<file path="src/rtl/ttcb_pkg.sv">
// Shared types, codes and constants for the text terminal character buffer.
`default_nettype none

package ttcb_pkg;

   localparam int COL_W      = 7;
   localparam int ROW_W      = 5;
   localparam int CHAR_W     = 8;
   localparam int ARG_W      = 8;
   localparam int FUNC_W     = 2;
   localparam int CSR_IDX_W  = 1;
   localparam int CSR_DATA_W = 7;

   localparam int DEF_MAX_COLS = 80;
   localparam int DEF_MAX_ROWS = 25;
   localparam int DEF_TAB_STEP = 8;

   localparam int COLS_RESET  = 80;
   localparam int LINES_RESET = 25;

   localparam logic [CHAR_W-1:0] BLANK    = 8'h20;
   localparam logic [CHAR_W-1:0] NO_CHAR  = 8'hFF;
   localparam logic [CHAR_W-1:0] CH_BELL  = 8'h07;
   localparam logic [CHAR_W-1:0] CH_BS    = 8'h08;
   localparam logic [CHAR_W-1:0] CH_TAB   = 8'h09;
   localparam logic [CHAR_W-1:0] CH_LF    = 8'h0A;
   localparam logic [CHAR_W-1:0] CH_CR    = 8'h0D;
   localparam logic [CHAR_W-1:0] CH_PRINT_LO = 8'h20;
   localparam logic [CHAR_W-1:0] CH_PRINT_HI = 8'h7E;

   localparam logic [FUNC_W-1:0] FUNC_PUT   = 2'd0;
   localparam logic [FUNC_W-1:0] FUNC_GOTO  = 2'd1;
   localparam logic [FUNC_W-1:0] FUNC_READ  = 2'd2;
   localparam logic [FUNC_W-1:0] FUNC_CLEAR = 2'd3;

   localparam logic [CSR_IDX_W-1:0] CSR_COLS  = 1'b0;
   localparam logic [CSR_IDX_W-1:0] CSR_LINES = 1'b1;

   typedef struct packed {
      logic [CHAR_W-1:0] char_read;
      logic              read_in_range;
      logic [COL_W-1:0]  cursor_col;
      logic [ROW_W-1:0]  cursor_row;
      logic [CHAR_W-1:0] last_char;
   } rsp_type;

endpackage

`default_nettype wire

</file>
<file path="src/rtl/ttcb_ctrl.sv">
// Command sequencer: cursor, init/clear/scroll sweeps and store access.
`default_nettype none

module ttcb_ctrl #(
   parameter int MAX_COLS = ttcb_pkg::DEF_MAX_COLS,
   parameter int MAX_ROWS = ttcb_pkg::DEF_MAX_ROWS,
   parameter int TAB_STEP = ttcb_pkg::DEF_TAB_STEP,
   localparam int DEPTH  = MAX_COLS * MAX_ROWS,
   localparam int ADDR_W = (DEPTH > 1) ? $clog2(DEPTH) : 1
) (
   input  wire logic                          clock,
   input  wire logic                          reset,
   input  wire logic                          req_valid,
   output logic                               req_stall,
   input  wire logic [ttcb_pkg::FUNC_W-1:0]   req_func,
   input  wire logic [ttcb_pkg::CHAR_W-1:0]   req_char_code,
   input  wire logic [ttcb_pkg::ARG_W-1:0]    req_col_arg,
   input  wire logic [ttcb_pkg::ARG_W-1:0]    req_row_arg,
   input  wire logic [ttcb_pkg::COL_W-1:0]    cols,
   input  wire logic [ttcb_pkg::ROW_W-1:0]    lines,
   output logic                               done,
   output ttcb_pkg::rsp_type                  res,
   input  wire logic                          rsp_free,
   output logic                               mem_we,
   output logic      [ADDR_W-1:0]             mem_waddr,
   output logic      [ttcb_pkg::CHAR_W-1:0]   mem_wdata,
   output logic                               mem_re,
   output logic      [ADDR_W-1:0]             mem_raddr,
   input  wire logic [ttcb_pkg::CHAR_W-1:0]   mem_rdata
);

   localparam int COL_W  = ttcb_pkg::COL_W;
   localparam int ROW_W  = ttcb_pkg::ROW_W;
   localparam int ARG_W  = ttcb_pkg::ARG_W;
   localparam int CHAR_W = ttcb_pkg::CHAR_W;

   localparam logic [ADDR_W-1:0] COLS_A = ADDR_W'(MAX_COLS);
   localparam logic [ADDR_W-1:0] LAST_A = ADDR_W'(DEPTH - 1);

   localparam logic [2:0] S_INIT  = 3'd0;
   localparam logic [2:0] S_IDLE  = 3'd1;
   localparam logic [2:0] S_EXEC  = 3'd2;
   localparam logic [2:0] S_COPY  = 3'd3;
   localparam logic [2:0] S_DRAIN = 3'd4;
   localparam logic [2:0] S_BLANK = 3'd5;
   localparam logic [2:0] S_CLEAR = 3'd6;
   localparam logic [2:0] S_DONE  = 3'd7;

   logic [2:0]                     state_ff, state_in;
   logic [ttcb_pkg::FUNC_W-1:0]    func_ff, func_in;
   logic [CHAR_W-1:0]              ch_ff, ch_in;
   logic [ARG_W-1:0]               cola_ff, cola_in;
   logic [ARG_W-1:0]               rowa_ff, rowa_in;
   logic [COL_W-1:0]               col_ff, col_in;
   logic [ROW_W-1:0]               row_ff, row_in;
   logic [CHAR_W-1:0]              last_ff, last_in;
   logic [ADDR_W-1:0]              base_ff, base_in;
   logic [COL_W-1:0]               c_ff, c_in;
   logic [ROW_W-1:0]               r_ff, r_in;
   logic                           pend_ff, pend_in;
   logic [ADDR_W-1:0]              pend_addr_ff, pend_addr_in;

   logic [COL_W-1:0]  last_col;
   logic [ROW_W-1:0]  last_row;
   logic              in_window;
   logic              accepted;
   logic              is_read;
   logic [ADDR_W-1:0] cur_addr;
   logic [ADDR_W-1:0] arg_addr;
   logic [ADDR_W-1:0] sweep_addr;
   logic [COL_W:0]    col_inc;
   logic [COL_W:0]    tab_sum;
   logic              keep_char;
   logic              at_bottom;

   assign last_col  = cols - COL_W'(1);
   assign last_row  = lines - ROW_W'(1);
   assign in_window = (cola_ff < ARG_W'(cols)) && (rowa_ff < ARG_W'(lines));
   assign accepted  = req_valid && !req_stall;
   assign is_read   = (func_ff == ttcb_pkg::FUNC_READ);
   assign cur_addr  = ADDR_W'(row_ff) * COLS_A + ADDR_W'(col_ff);
   assign arg_addr  = ADDR_W'(rowa_ff[ROW_W-1:0]) * COLS_A + ADDR_W'(cola_ff[COL_W-1:0]);
   assign sweep_addr = base_ff + ADDR_W'(c_ff);
   assign col_inc   = {1'b0, col_ff} + (COL_W+1)'(1);
   assign tab_sum   = {1'b0, col_ff} + (COL_W+1)'(TAB_STEP);
   assign at_bottom = (row_ff >= last_row);
   assign keep_char = ((ch_ff >= ttcb_pkg::CH_PRINT_LO) && (ch_ff <= ttcb_pkg::CH_PRINT_HI))
                   || ((ch_ff >= ttcb_pkg::CH_BELL) && (ch_ff <= ttcb_pkg::CH_CR));

   assign req_stall = (state_ff != S_IDLE);
   assign done      = (state_ff == S_DONE);

   always_comb begin
      res.char_read     = is_read ? (in_window ? mem_rdata : ttcb_pkg::NO_CHAR) : '0;
      res.read_in_range = is_read && in_window;
      res.cursor_col    = col_ff;
      res.cursor_row    = row_ff;
      res.last_char     = last_ff;
   end

   always_comb begin
      state_in     = state_ff;
      func_in      = func_ff;
      ch_in        = ch_ff;
      cola_in      = cola_ff;
      rowa_in      = rowa_ff;
      col_in       = col_ff;
      row_in       = row_ff;
      last_in      = last_ff;
      base_in      = base_ff;
      c_in         = c_ff;
      r_in         = r_ff;
      pend_in      = 1'b0;
      pend_addr_in = pend_addr_ff;
      mem_we       = 1'b0;
      mem_waddr    = sweep_addr;
      mem_wdata    = ttcb_pkg::BLANK;
      mem_re       = 1'b0;
      mem_raddr    = sweep_addr;

      unique case (state_ff)
         S_INIT: begin
            mem_we    = 1'b1;
            mem_waddr = base_ff;
            if (base_ff == LAST_A) begin
               base_in  = '0;
               state_in = S_IDLE;
            end else begin
               base_in = base_ff + ADDR_W'(1);
            end
         end
         S_IDLE: begin
            if (col_ff > last_col) col_in = last_col;
            if (row_ff > last_row) row_in = last_row;
            if (accepted) begin
               func_in  = req_func;
               ch_in    = req_char_code;
               cola_in  = req_col_arg;
               rowa_in  = req_row_arg;
               state_in = S_EXEC;
            end
         end
         S_EXEC: begin
            state_in = S_DONE;
            c_in     = '0;
            unique case (func_ff)
               ttcb_pkg::FUNC_PUT: begin
                  if (keep_char) begin
                     last_in = ch_ff;
                     unique case (ch_ff)
                        ttcb_pkg::CH_CR:   col_in = '0;
                        ttcb_pkg::CH_TAB: begin
                           col_in = (tab_sum >= {1'b0, cols}) ? last_col : tab_sum[COL_W-1:0];
                        end
                        ttcb_pkg::CH_BS: begin
                           if (col_ff != '0) col_in = col_ff - COL_W'(1);
                        end
                        ttcb_pkg::CH_BELL: ;
                        default: begin
                           if (ch_ff != ttcb_pkg::CH_LF) begin
                              mem_we    = 1'b1;
                              mem_waddr = cur_addr;
                              mem_wdata = ch_ff;
                              col_in    = col_inc[COL_W-1:0];
                           end
                           if (ch_ff == ttcb_pkg::CH_LF || col_inc >= {1'b0, cols}) begin
                              if (ch_ff != ttcb_pkg::CH_LF) col_in = '0;
                              if (!at_bottom) begin
                                 row_in = row_ff + ROW_W'(1);
                              end else if (last_row != '0) begin
                                 base_in  = COLS_A;
                                 r_in     = ROW_W'(1);
                                 state_in = S_COPY;
                              end else begin
                                 base_in  = '0;
                                 state_in = S_BLANK;
                              end
                           end
                        end
                     endcase
                  end
               end
               ttcb_pkg::FUNC_GOTO: begin
                  if (in_window) begin
                     col_in = cola_ff[COL_W-1:0];
                     row_in = rowa_ff[ROW_W-1:0];
                  end
               end
               ttcb_pkg::FUNC_READ: begin
                  mem_re    = in_window;
                  mem_raddr = arg_addr;
               end
               ttcb_pkg::FUNC_CLEAR: begin
                  col_in   = '0;
                  row_in   = '0;
                  base_in  = '0;
                  r_in     = '0;
                  state_in = S_CLEAR;
               end
            endcase
         end
         S_COPY: begin
            mem_we       = pend_ff;
            mem_waddr    = pend_addr_ff;
            mem_wdata    = mem_rdata;
            mem_re       = 1'b1;
            pend_in      = 1'b1;
            pend_addr_in = sweep_addr - COLS_A;
            if (c_ff == last_col) begin
               c_in = '0;
               if (r_ff == last_row) begin
                  state_in = S_DRAIN;
               end else begin
                  r_in    = r_ff + ROW_W'(1);
                  base_in = base_ff + COLS_A;
               end
            end else begin
               c_in = c_ff + COL_W'(1);
            end
         end
         S_DRAIN: begin
            mem_we    = pend_ff;
            mem_waddr = pend_addr_ff;
            mem_wdata = mem_rdata;
            c_in      = '0;
            state_in  = S_BLANK;
         end
         S_BLANK: begin
            mem_we = 1'b1;
            if (c_ff == last_col) begin
               state_in = S_DONE;
            end else begin
               c_in = c_ff + COL_W'(1);
            end
         end
         S_CLEAR: begin
            mem_we = 1'b1;
            if (c_ff == last_col) begin
               c_in = '0;
               if (r_ff == last_row) begin
                  state_in = S_DONE;
               end else begin
                  r_in    = r_ff + ROW_W'(1);
                  base_in = base_ff + COLS_A;
               end
            end else begin
               c_in = c_ff + COL_W'(1);
            end
         end
         S_DONE: begin
            if (rsp_free) state_in = S_IDLE;
         end
      endcase
   end

   always_ff @(posedge clock) begin
      if (reset) begin
         state_ff <= S_INIT;
         col_ff   <= '0;
         row_ff   <= '0;
         last_ff  <= '0;
         base_ff  <= '0;
         c_ff     <= '0;
         r_ff     <= '0;
         pend_ff  <= 1'b0;
      end else begin
         state_ff <= state_in;
         col_ff   <= col_in;
         row_ff   <= row_in;
         last_ff  <= last_in;
         base_ff  <= base_in;
         c_ff     <= c_in;
         r_ff     <= r_in;
         pend_ff  <= pend_in;
      end
   end

   always_ff @(posedge clock) begin
      func_ff      <= func_in;
      ch_ff        <= ch_in;
      cola_ff      <= cola_in;
      rowa_ff      <= rowa_in;
      pend_addr_ff <= pend_addr_in;
   end

   a_pend_in_copy: assert property (@(posedge clock) disable iff (reset)
      pend_ff |-> (state_ff == S_COPY || state_ff == S_DRAIN))
      else $error("pending copy write outside scroll copy");

   a_accept_exec: assert property (@(posedge clock) disable iff (reset)
      accepted |=> (state_ff == S_EXEC))
      else $error("accepted beat did not enter execute");

   a_no_write_idle: assert property (@(posedge clock) disable iff (reset)
      mem_we |-> (state_ff != S_IDLE && state_ff != S_DONE))
      else $error("store write while idle or done");

   a_base_range: assert property (@(posedge clock) disable iff (reset)
      base_ff <= LAST_A)
      else $error("sweep base past end of store");

endmodule

`default_nettype wire

</file>
<file path="config.mk">
export PLATFORM = sky130hd
export DESIGN_NAME = ttcb_ctrl
export DESIGN_NICKNAME = d
export VERILOG_FILES = /design/src/rtl/ttcb_pkg.sv /design/src/rtl/ttcb_ctrl.sv
export SDC_FILE = /design/constraint.sdc
export NUM_CORES = 1
export LEC_CHECK = 0
export BUFFER_PORTS_ARGS = -buffer_cell sky130_fd_sc_hd__buf_2
export CAP_MARGIN = 20
export CORE_MARGIN = 3
export CORE_UTILIZATION = 50
export CTS_BUF_LIST = sky130_fd_sc_hd__clkbuf_4 sky130_fd_sc_hd__clkbuf_8
export CTS_CLUSTER_DIAMETER = 120
export CTS_CLUSTER_SIZE = 14
export DETAILED_ROUTE_END_ITERATION = 12
export PLACE_DENSITY = 0.81
export SKIP_CTS_REPAIR_TIMING = 1
export SLEW_MARGIN = 20
export SYNTH_ARGS = -nofsm -noshare
export SYNTH_HDL_FRONTEND = slang
export SYNTH_SLANG_ARGS = --single-unit
</file>
<file path="constraint.sdc">
create_clock -name clock -period 4.6 [get_ports clock]
set_input_delay 0 -clock clock [delete_from_list [all_inputs] [get_ports clock]]
set_output_delay 0 -clock clock [all_outputs]
set_load 0.03 [all_outputs]
</file>
==> key figures <==
Outcome
  • Status: finished, final reports clean

STA
  • Clock skew: 0.01381 ns
  • Endpoints failing setup: 0
  • Min Tclk post-route: 3.716 ns
  • Total negative setup slack: 0 ns
  • Final Hold Viols: 0
  • Slew Viols, Final: 0
  • Worst-margin pin slew: 0.9288 ns
  • Fraction of the cycle the final worst path needs: 0.8077
  • Fmax: 269.1 MHz
  • Relative slew slack: 0.3785
  • Unrepaired setup endpoints after global routing: false

Synthesis
  • Synth Area per Inst: 8.627 um2
  • Asr flop ratio synth: 0
  • Synth top area cells: edfxtp_1, ha_1, dfxtp_1
  • Post-synth EDFFs: 37
  • #FFs+latches synth: 84
  • Ys flop type: dfxtp_1
  • Sequential area share after synthesis: 0.2655
  • Ys Warns: 0
  • Mapped Area: 0.007730 mm2
  • Mapped Cells: 896
  • Most instantiated library cell after synthesis: nor2_1
  • Area leader, netlist: edfxtp_1
  • Post-Syn Nets: 1031
  • Synth cell types: 92
  • Synth top area share: 0.1437
  • Synth cell count leaders: nor2_1, ha_1, nand2_1

Global route
  • Vias in the first global route: 7010
  • First-pass GRT wire length: 36510 um
  • Largest net degree at the start of global routing: 37
  • Initial antenna violation count: 0
  • GRT overflow: 0
  • All-Layer GR Usage: 0.2705

Clocking
  • CTS tree: done
  • H-tree Lvls: 3
  • Clock Path Buffers: 2
  • Clock Pin Slew Worst Setup and Hold Paths: 0.10 ns
  • CTS root buffer: clkbuf_8
  • CTS Sinks: 84
  • Clk_lat worst skew: 0.38 ns
  • CTS Buf Count: 9

Detailed routing
  • Drt pass-1 iters: 6
  • Drt wl/cell: 19.56 um
  • Met1 WL: 9499 um
  • Routed WL: 23410 um
  • Vias: 7559
  • DRC errors left: 0
  • Vias per cell: 6.315
  • Antenna-violating nets left: 0
  • Routed wl met3: 2090 um
  • Top layer in use: met4
  • Met2 Routed Length: 11020 um
  • DRT iter0 DRCs: 908

Setup path
  • Crit path launch type: flip-flop
  • Req. time, crit path: 4.88 ns
  • CP Capture Type: flip-flop
  • Kind of critical path: reg -> reg
  • FF-to-FF path depth: 12
  • Critical R2R Capture: base_ff[6]$_SDFFE_PP0P_
  • R2R Setup Slk: 0.88 ns
  • Crit path DAT: 3.99 ns
  • CP max FO: 12

Die
  • Die W: 130.3 um
  • Io pins: 113
  • Std cell rows: 44
  • Die height: 130.3 um
  • Full die area: 0.01699 mm2
  • Core Region: 0.01481 mm2
  • Starting density of the core: 0.5220

Pwr
  • Static Leak: 0.003894 uW
  • Max VDD drop: 0.0002246 V
  • P per Cell Area: 194.6 mW/mm2
  • PnR Total Power: 1725 uW

Worst hold path
  • Hold Crit Class: in -> reg
  • Hold path start: req_valid
  • Hold endpoint: state_ff[1]$_SDFFE_PP0P_
  • Worst Hold Depth: 4

Placement
  • DP Wirelength: 17800 um
  • Port bufs: 112
  • Routability cong.: 0.9535

Finish
  • N_diodes: 0
  • Share of post-route cells with drive strength above 1: 0.1826
  • Area growth syn-to-layout: 14.68%
  • # nets final: 1143

Job
  • Number of max-cap violations: 0
-- layout by cell type, fill, tap and decap left out, drive strengths merged, types with 11 or more instances in the layout --
cell type,instances
a211oi,12
a21o,13
a21oi,61
a31oi,20
buf,119
clkbuf,12
dfxtp,47
dlygate4sd3,26
edfxtp,37
ha,80
inv,43
nand2,65
nand2b,12
nand3,33
nand4,12
nor2,83
nor2b,12
nor3,14
o21ai,51
o22ai,11
or3,11
xnor2,35
xor2,22
-- registers in the layout, summed over array words and instances, names as in the netlist, named ones only --
| register | flops |
|---|---|
| last_ff | 8 |
| c_ff | 7 |
| row_ff | 5 |
| cola_ff | 8 |
| func_ff | 2 |
| state_ff | 3 |
| pend_addr_ff | 11 |
| col_ff | 1 |
| rowa_ff | 8 |
| pend_ff | 1 |
| r_ff | 5 |
| base_ff | 11 |
| ch_ff | 8 |
-- worst max-delay path, cell delays in order (launching register included) --
cell and delay, ns:
dfxtp_1 0.61, inv_1 0.17, nor3_2 0.50, nand2_1 0.14, xnor2_1 0.16, ha_1 0.35, a21oi_1 0.15, nand2_1 0.08
a2bb2oi_1 0.28, nand2_1 0.24, o211ai_2 0.41, or2_4 0.23, mux2_4 0.29
-- worst max-delay path by stage --
stage	from	endpoint	slack, ns	depth (start not counted)
2_1_floorplan	flip-flop	base_ff[5]$_SDFFE_PP0P_	1.41	14
3_3_place_gp	flip-flop	base_ff[6]$_SDFFE_PP0P_	1.08	12
3_5_place_dp	flip-flop	base_ff[6]$_SDFFE_PP0P_	0.96	12
4_1_cts	flip-flop	base_ff[6]$_SDFFE_PP0P_	0.96	12
5_1_grt	flip-flop	r_ff[1]$_SDFFE_PP0P_	0.56	12
6_report	flip-flop	base_ff[6]$_SDFFE_PP0P_	0.88	12
-- routing by layer --
metal  vias up  GRT usage
met5         -          0
met4         0     0.1113
met3        53    0.04257
met2       399     0.4372
met1      3521     0.3619
li1       3586          -
-- metrics by stage --
stage | instance area, um2 | hold slack [ns] | util | instances | setup WS (ns)
after floorplan | 7730 | 0.09887 | - | 896 | 1.413
final | 8865 | 0.08828 | 0.5986 | 1197 | 0.8844
after detailed placement | 8399 | 0.1781 | 0.5672 | 1155 | 0.9618
after CTS | 8605 | -0.2151 | 0.5810 | 1171 | 0.9585
after global placement | 8399 | 0.1773 | 0.5672 | 1155 | 1.080
after global routing | 8865 | 0.1104 | 0.5986 | 1197 | 0.5569
-- layout make-up --
cell class / instances / area (um2)
Fill cell: 1263 / 5944
Multi-Input combinational cell: 725 / 5343
Timing Repair Buffer: 145 / 873.3
Sequential cell: 84 / 2052
Clock buffer: 12 / 158.9
Clock inverter: 4 / 46.29
Inverter: 43 / 161.4
Tap cell: 184 / 230.2
-- power by group --
group	internal [uW]	total, uW	switching [uW]	leakage [uW]
sequential	788	816	27.5	0.000714
clock	286	572	286	0.000110
combinational	139	338	199	0.00307
total	1210	1730	513	0.00389
-- kinds of logic (layout without fill, tap and decap cells) --
group | after synthesis | count (layout) | share of synthesized area
AO/OA/AOI/OAI | 261 | 261 | 0.2320
flip-flops | 84 | 84 | 0.2655
adder cells (fa/ha/maj) | 87 | 87 | 0.1452
AND/OR/NAND/NOR | 293 | 293 | 0.1999
multiplexers | 20 | 20 | 0.02800
XOR/XNOR | 64 | 64 | 0.08546
buffers and inverters | 87 | 204 | 0.04403
No activity file was read; power rests on OpenSTA's default activity.
